[src/hdl/gbnms_pkg.sv]
// ----------------------------------------------------------------------------
// gbnms_pkg
// Shared types and constants of the greedy box suppression block: default
// sizes, threshold format, controller states and the command/status bundles.
// ----------------------------------------------------------------------------
package gbnms_pkg;

  // default sizes
  localparam int MAX_KEPT_DEF   = 64;
  localparam int COORD_BITS_DEF = 12;

  // box index within a frame wraps at this width
  localparam int INDEX_W = 12;

  // iou threshold in q1.8
  localparam int THR_W     = 9;
  localparam int IOU_SHIFT = 8;
  localparam logic [THR_W-1:0] THR_RESET = 9'd115;

  // controller states
  typedef enum logic [1:0] {
    ST_IDLE,
    ST_SCAN,
    ST_DRAIN,
    ST_FINISH
  } state_t;

  // controller to datapath
  typedef struct packed {
    logic load;    // latch the accepted item, restart the scan
    logic issue;   // read the next kept box and send it down the compare pipe
    logic finish;  // store the box if kept and there is room, load the result, advance frame state
  } cmd_t;

  // datapath to controller
  typedef struct packed {
    logic scan_done;  // every kept box has been read
    logic pipe_busy;  // compares still in flight
    logic out_free;   // result register can take a new item
  } sts_t;

endpackage

[src/hdl/gbnms_ctrl.sv]
// ----------------------------------------------------------------------------
// gbnms_ctrl
// Controller: accepts one item, walks the kept-box store, waits for the
// compare pipe to drain, then hands the result to the output register.
// ----------------------------------------------------------------------------
module gbnms_ctrl (
  input  logic              clk,
  input  logic              rst_n,
  input  logic              in_valid,
  output logic              in_ready,
  input  gbnms_pkg::sts_t   sts,
  output gbnms_pkg::cmd_t   cmd
);
  import gbnms_pkg::*;

  state_t state_r, state_nxt;

  // state register
  always_ff @(posedge clk) begin
    if (!rst_n) begin
      state_r <= ST_IDLE;
    end else begin
      state_r <= state_nxt;
    end
  end

  // next state
  always_comb begin
    state_nxt = state_r;
    unique case (state_r)
      ST_IDLE: begin
        if (in_valid) state_nxt = ST_SCAN;
      end
      ST_SCAN: begin
        if (sts.scan_done) state_nxt = ST_DRAIN;
      end
      ST_DRAIN: begin
        if (!sts.pipe_busy) state_nxt = ST_FINISH;
      end
      ST_FINISH: begin
        if (sts.out_free) state_nxt = ST_IDLE;
      end
      default: state_nxt = ST_IDLE;
    endcase
  end

  // outputs
  always_comb begin
    in_ready   = 1'b0;
    cmd        = '0;
    unique case (state_r)
      ST_IDLE: begin
        in_ready = 1'b1;
        cmd.load = in_valid;
      end
      ST_SCAN: begin
        cmd.issue = !sts.scan_done;
      end
      ST_DRAIN: begin
        cmd = '0;
      end
      ST_FINISH: begin
        cmd.finish = sts.out_free;
      end
      default: cmd = '0;
    endcase
  end

endmodule

[config.mk]
export PLATFORM = sky130hd
export DESIGN_NAME = gbnms_ctrl
export DESIGN_NICKNAME = d
export VERILOG_FILES = /design/src/hdl/gbnms_pkg.sv /design/src/hdl/gbnms_ctrl.sv
export SDC_FILE = /design/constraint.sdc
export NUM_CORES = 1
export LEC_CHECK = 0
export BUFFER_PORTS_ARGS = -buffer_cell sky130_fd_sc_hd__buf_2
export CORE_AREA = 2 2 39 41
export DETAILED_ROUTE_END_ITERATION = 6
export DIE_AREA = 0 0 41 43
export PLACE_DENSITY = 0.34
export SYNTH_ARGS = -nofsm -noshare
export SYNTH_HDL_FRONTEND = slang
export SYNTH_SLANG_ARGS = --single-unit
[constraint.sdc]
create_clock -name clk -period 1.2 [get_ports clk]
set_input_delay 0.12 -clock clk [delete_from_list [all_inputs] [get_ports clk]]
set_output_delay 0.12 -clock clk [all_outputs]
set_load 0.005 [all_outputs]
==> results of run 1 <==
## cell type report
class                   instances  share of cell area, %
multi-input cells              18                   51.7
well taps                      16                   5.05
clock buffers                   3                   5.68
repair buffers                 14                   22.4
flip-flops and latches          2                   12.0
inverters                       2                   3.15
## path summary, 6_finish.rpt
kind	start	endpoint	slack (ns)	depth (start not counted)
worst max-delay path	state_r[0]	state_r[1]	-0.11	5
worst min register to register	state_r[1]	state_r[1]	0.51	2
worst min-delay path	rst_n	state_r[1]	0.18	3
worst max register to register	state_r[0]	state_r[1]	-0.11	5
## kinds of logic (layout without fill, tap and decap cells)
kind of cell,after synthesis,after routing
AND/OR/NAND/NOR,10,10
adder cells (fa/ha/maj),5,5
multiplexers,2,2
flip-flops,2,2
buffers and inverters,2,19
AO/OA/AOI/OAI,1,1
## report_power, final
| group | internal [mW] | switching, mW |
|---|---|---|
| Clock | 0.110 | 0.0364 |
| Sequential | 0.117 | 0.0555 |
| Combinational | 0.347 | 0.206 |
| Total | 0.574 | 0.297 |
## synth_stat cells (all sizes together)
library cell | instances | area, um2
nor2b | 3 | 33.8
nor4 | 1 | 21.3
mux2i | 2 | 20.0
inv | 2 | 7.51
nand2 | 3 | 11.3
o21ai | 1 | 5.00
dfxtp | 2 | 40.0
and2 | 3 | 18.8
ha | 5 | 62.6
## layout by cell type, fill, tap and decap left out, drive strengths merged
cell type,netlist,routed
ha,5,5
buf,0,14
and2,3,3
mux2i,2,2
nand2,3,3
clkbuf,0,3
o21ai,1,1
dfxtp,2,2
nor4,1,1
inv,2,2
nor2b,3,3
## critical path, delay by kind of cell, from the launching register on
kind	cells	cell delay, ns
fa+ha+maj	1	0.15
flops	1	0.38
mux	1	0.22
simple gates	2	0.43
buf+inv	1	0.05
## metrics by stage
stage	cell area [um2]	setup WS (ns)	TNS [ns]
floorplan	233	-0.0370	-0.0740
global placement	328	-0.127	-0.250
detailed placement	328	-0.144	-0.276
CTS	397	-0.132	-0.408
global route	397	-0.192	-0.592
finish	397	-0.115	-0.355
## repair_timing
| item | CTS | global route |
|---|---|---|
| resized for setup | 8 | 0 |
| hold buffers | 0 | 0 |
| endpoints found under the setup margin | 4 | 5 |
| hold endpoints to repair | 0 | 0 |
| pin swaps | 2 | 0 |
| setup buffers | 1 | 0 |
## per-layer routing
layer	global-route usage (%)	vias up	part of all wire, %
li1	-	108	-
met1	7.64	89	44
met2	8.13	11	44
met3	4.71	0	12
met4	6.00	0	0
met5	0	-	0
==> metrics.md, run 1 <==
| Metric | Value |
|---|---|
| CTS clk-pin slew, worst paths | 0.03 ns |
| Antenna Diode Count | 0 |
| Adder-cell share of the synthesized area | 28.4% |
| Largest net degree at the start of global routing | 5 |
| Clock Path Buffers | 2 |
| Fmax | 761 MHz |
| Mux cell area share after synthesis | 9.09% |
| Failing checks | setup timing |
| CP required | 1.34 ns |
| Critical-path top delay cell | dfxtp_4 |
| Overflow after GRT | 0 |
| Fraction of layout cells with a size suffix above 1 | 74.4% |
| Overall power | 0.871 mW |
| # IOs | 10 |
| Post-synthesis compound-gate area fraction | 2.27% |
| DR vias | 208 |
| Post-Synth XOR/XNOR Area | 0% |
| Chip height | 43 um |
| Worst min-delay path class | input pin to flop |
| # rows | 14 |
| Crit-path max FO | 4 |
| CORE AREA | 1380 um2 |
| CP Cell Sequence | inv_4 > ha_4 > nor2b_4 > nor4_4 > mux2i_1 |
| Clock Skew | 0.00263 ns |
| Min cycle time layout | 1.31 ns |
| Worst Path Arrival | 1.45 ns |
| Max reg flops | 2 |
| RePlAce Congestion | 0.567 |
| Slew @ Worst Pin | 0.278 ns |
| Antenna viol nets, final | 0 |
| Area Growth Syn to Fin | 80.1% |
| Synth Register Bits | 2 |
| Root Buffer | clkbuf_4 |
| Rel. slew slack | 81.3% |
| WS Path Type | flop to flop |
| Synthesized area per cell | 10.0 um2 |
| Synth unique cells | 10 |
| Post-Synth Simple-Gate Area | 38.6% |
| Crit start category | flop |
| Die area | 1760 um2 |
| Total Routing Usage GR | 6.81% |
| NumNets Final | 52 |
| Final WL | 460 um |
| Starting density of the core | 15.9% |
| FF+latch area | 47.5 um2 |
| Placed Cells | 51 |
| Detailed Routing Iterations Pass 1 | 4 |
| Most flops, register | state_r |
| Drt initial violations | 2 |
| Mapped Nets | 33 |
| Static Leak | 0.189 nW |
| CTS tree | built |
| Period utilisation layout | 110% |
| DP HPWL | 352 um |
| Area of the multi-input gates | 205 um2 |
| Number of global-route vias before repair | 196 |
| Fin Hold WS | 0.183 ns |
| Mapped Area | 220 um2 |
| Inserted Clock Buffers | 3 |
| Largest family of logic cells by synthesized area | simple AND/OR/NAND/NOR gates |
| Initial antenna violation count | 0 |
| Post-route insts no fill | 55 |
| Sink Count | 2 |
| Post-synthesis sequential area ratio | 18.2% |
| Setup crit end kind | flop |
| Ys Warns | 0 |
| Final Hold Viols | 0 |
| First-pass GRT wire length | 752 um |
| DRC violations left | 0 |
| Final setup fails | 4 |
| Crit-path max cell delay | 0.38 ns |
| I/O Buffers | 9 |
| Top flop regs | state_r: 2 flops |
| Wire per inst | 8.36 um |
| Fillers | 152 |
| Die width | 41 um |
| DR vias/cell | 3.78 |
| Slew Limit Fails | 0 |
| Max-cap violations | 0 |
| Status | complete, but fails checks |
| RSZ-0062 raised after global routing | yes |
| Final Util | 28.7% |
| P per Cell Area | 2200 nW/um2 |
| Final setup margin | -0.115 ns |
| Worst vdd ir | 0.929 mV |
| H-tree Lvls | 1 |
| Synth Instances | 22 |
| Clock latency on the worst-skew pair | 0.22 ns |
No activity file was read; power rests on OpenSTA's default activity.
==> run 2: changes to the inputs <==
==> constraint.sdc (replaced) <==
create_clock -name clk -period 1.2 [get_ports clk]
set_input_delay 0.12 -clock clk [delete_from_list [all_inputs] [get_ports clk]]
set_output_delay 0.12 -clock clk [all_outputs]
set_load 0.05 [all_outputs]
==> run 2 against run 1 <==
Against the previous run: wire length increased by 16%; the flow still finishes with violations (setup timing); via count rose by 2.9%; combinational power grew 65%; cell count increased by 3.6%; utilization is 5.6 points higher; non-clock buffer count up 2; sequential power barely moved; first-iteration DRC count fell by 100%; clock power about the same; critical path depth unchanged.
==> metrics.md, run 2 (synthesized netlist as in run 1, its figures left out) <==
| Metric | Value |
|---|---|
| Status | complete, but fails checks (unchanged) |
| Failing checks | setup timing (unchanged) |
| Final setup margin | -0.129 ns (was -0.115 ns) |
| Largest net degree at the start of global routing | 5 (unchanged) |
| Max reg flops | 2 (unchanged) |
| DR vias | 214 (was 208) |
| Placed Cells | 52 (was 51) |
| Area Growth Syn to Fin | 115% (was 80.1%) |
| Top flop regs | state_r: 2 flops (unchanged) |
| Crit-path max FO | 3 (was 4) |
| Post-route insts no fill | 57 (was 55) |
| Worst Path Arrival | 1.47 ns (was 1.45 ns) |
| DR vias/cell | 3.75 (was 3.78) |
| Total Routing Usage GR | 8.01% (was 6.81%) |
| Slew Limit Fails | 0 (unchanged) |
| DRC violations left | 0 (unchanged) |
| Met3 GRT Util | 7.85% (was 4.71%) |
| RePlAce Congestion | 0.742 (was 0.567) |
| Worst Setup SP | state_r[1] (was state_r[0]) |
| Seq pwr share | 14.2% (was 19.8%) |
| I/O Buffers | 9 (unchanged) |
| NumNets Final | 54 (was 52) |
| CP Cell Sequence | inv_4 > ha_4 > nor2b_4 > nor4_4 > mux2i_1 (unchanged) |
| Die width | 41 um (unchanged) |
| Sw Pwr | 0.525 mW (was 0.297 mW) |
| Hold_buf cts | 0 (unchanged) |
| Antenna viol nets, final | 0 (unchanged) |
| Overflow after GRT | 0 (unchanged) |
| Int Pwr | 0.709 mW (was 0.574 mW) |
| Fmax | 752 MHz (was 761 MHz) |
| Crit start category | flop (unchanged) |
| Inserted Clock Buffers | 3 (unchanged) |
| CTS tree | built (unchanged) |
| Switch share | 42.5% (was 34.1%) |
| Fraction of layout cells with a size suffix above 1 | 82.9% (was 74.4%) |
| H-tree Lvls | 1 (unchanged) |
| Die area | 1760 um2 (unchanged) |
| Worst vdd ir | 0.696 mV (was 0.929 mV) |
| WS Path Type | flop to flop (unchanged) |
| Crit-path max cell delay | 0.37 ns (was 0.38 ns) |
| Clock Skew | 0.00830 ns (was 0.00263 ns) |
| Fillers | 149 (was 152) |
| Worst min-delay path class | input pin to flop (unchanged) |
| RSZ-0062 raised after global routing | yes (unchanged) |
| Number of global-route vias before repair | 224 (was 196) |
| Antenna Diode Count | 0 (unchanged) |
| Setup TNS | -0.502 ns (was -0.355 ns) |
| Initial antenna violation count | 0 (unchanged) |
| Sink Count | 2 (unchanged) |
| Clock power share | 12.1% (was 16.8%) |
| Reg2reg start | state_r[1] (was state_r[0]) |
| Starting density of the core | 15.9% (unchanged) |
| Period utilisation layout | 111% (was 110%) |
| DP HPWL | 370 um (was 352 um) |
| GR Util met1 | 7.32% (was 7.64%) |
| Final WL | 535 um (was 460 um) |
| # IOs | 10 (unchanged) |
| Worst r2r path cells | 5 (unchanged) |
| RR Endpoint | state_r[1] (unchanged) |
| Clock latency on the worst-skew pair | 0.23 ns (was 0.22 ns) |
| Commonest non-fill, non-tap cell in the layout | buf_4 (was buf_2) |
| Drt initial violations | 0 (was 2) |
| Detailed Routing Iterations Pass 1 | 1 (was 4) |
| Chip height | 43 um (unchanged) |
| Pre-CTS setup slack | -0.132 ns (was -0.144 ns) |
| CTS clk-pin slew, worst paths | 0.03 ns (about the same) |
| CP required | 1.35 ns (was 1.34 ns) |
| Root Buffer | clkbuf_4 (unchanged) |
| CORE AREA | 1380 um2 (unchanged) |
| Setup crit end kind | flop (unchanged) |
| Combinational share of power | 73.7% (was 63.4%) |
| Most flops, register | state_r (unchanged) |
| # rows | 14 (unchanged) |
| Final Hold Viols | 0 (unchanged) |
| Rel. slew slack | 81.9% (was 81.3%) |
| Slew @ Worst Pin | 0.269 ns (was 0.278 ns) |
| P per Cell Area | 2600 nW/um2 (was 2200 nW/um2) |
| Fin Hold WS | 0.186 ns (was 0.183 ns) |
| First-pass GRT wire length | 869 um (was 752 um) |
| Crit path capture | state_r[1] (unchanged) |
| Static Leak | 0.209 nW (was 0.189 nW) |
| Critical-path top delay cell | dfxtp_4 (unchanged) |
| Clock Path Buffers | 2 (unchanged) |
| Wire per inst | 9.39 um (was 8.36 um) |
| Met2 GRT Util | 12.2% (was 8.13%) |
| Final setup fails | 5 (was 4) |
| GRT Max-Usage Layer | met2 (unchanged) |
| R2R Setup Slk | -0.13 ns (was -0.11 ns) |
| Max-cap violations | 0 (unchanged) |
| Min cycle time layout | 1.33 ns (was 1.31 ns) |
| Most frequent cells in the layout | 7 x buf_4, 5 x buf_2, 4 x ha_4 (was 8 x buf_2, 5 x buf_4, 3 x nand2_1, 3 x clkbuf_4) |
-- run 2: routing by layer --
metal	up-vias	wire length [um]
met1	97	211
met5	-	0
li1	110	-
met4	0	0
met3	0	42
met2	7	282
-- run 2: worst min-delay path by stage --
| stage | startpoint | end | slack, ns | depth (start not counted) |
|---|---|---|---|---|
| global route | rst_n | state_r[1] | 0.19 | 3 |
| floorplan | rst_n | state_r[1] | 0.26 | 2 |
| detailed placement | rst_n | state_r[1] | 0.41 | 3 |
| CTS | rst_n | state_r[1] | 0.17 | 3 |
| global placement | rst_n | state_r[1] | 0.41 | 3 |
| finish | rst_n | state_r[0] | 0.19 | 3 |
-- run 2: layout make-up --
cell class | count | area (um2) | share of cell area [%]
clock buffers | 3 | 22.5 | 4.75
multi-input cells | 18 | 238 | 50.1
repair buffers | 16 | 134 | 28.2
inverters | 2 | 12.5 | 2.64
well taps | 16 | 20.0 | 4.22
flip-flops and latches | 2 | 47.5 | 10.0
-- run 2: worst max-delay path, delay by kind of cell, from the launching register on --
family / cells / cell delay [ns]
AND/OR/NAND/NOR: 2 / 0.45
buffers and inverters: 1 / 0.05
multiplexers: 1 / 0.23
flip-flops: 1 / 0.37
adder cells (fa/ha/maj): 1 / 0.14
-- run 2: through the flow --
stage | total power, mW | cell area, um2 | util, %
floorplan | 0.641 | 236 | -
global placement | 0.819 | 339 | 24.5
detailed placement | 0.816 | 339 | 24.5
CTS | 1.16 | 453 | 32.7
global route | 1.33 | 474 | 34.3
finish | 1.23 | 474 | 34.3
-- run 2: repair_timing --
action                     in CTS  in global routing
setup endpoints to repair       6                  6
buffers inserted                2                  0
pin swaps                       3                  2
resized for setup              22                  4
-- run 2: power groups by stage --
stage / Combinational (mW) / Clock (mW) / Sequential [mW]
after floorplan: 0.506 / 0 / 0.135
after global placement: 0.681 / 0 / 0.138
after detailed placement: 0.678 / 0 / 0.137
after CTS: 0.839 / 0.155 / 0.168
after global routing: 0.981 / 0.167 / 0.182
final: 0.909 / 0.150 / 0.175
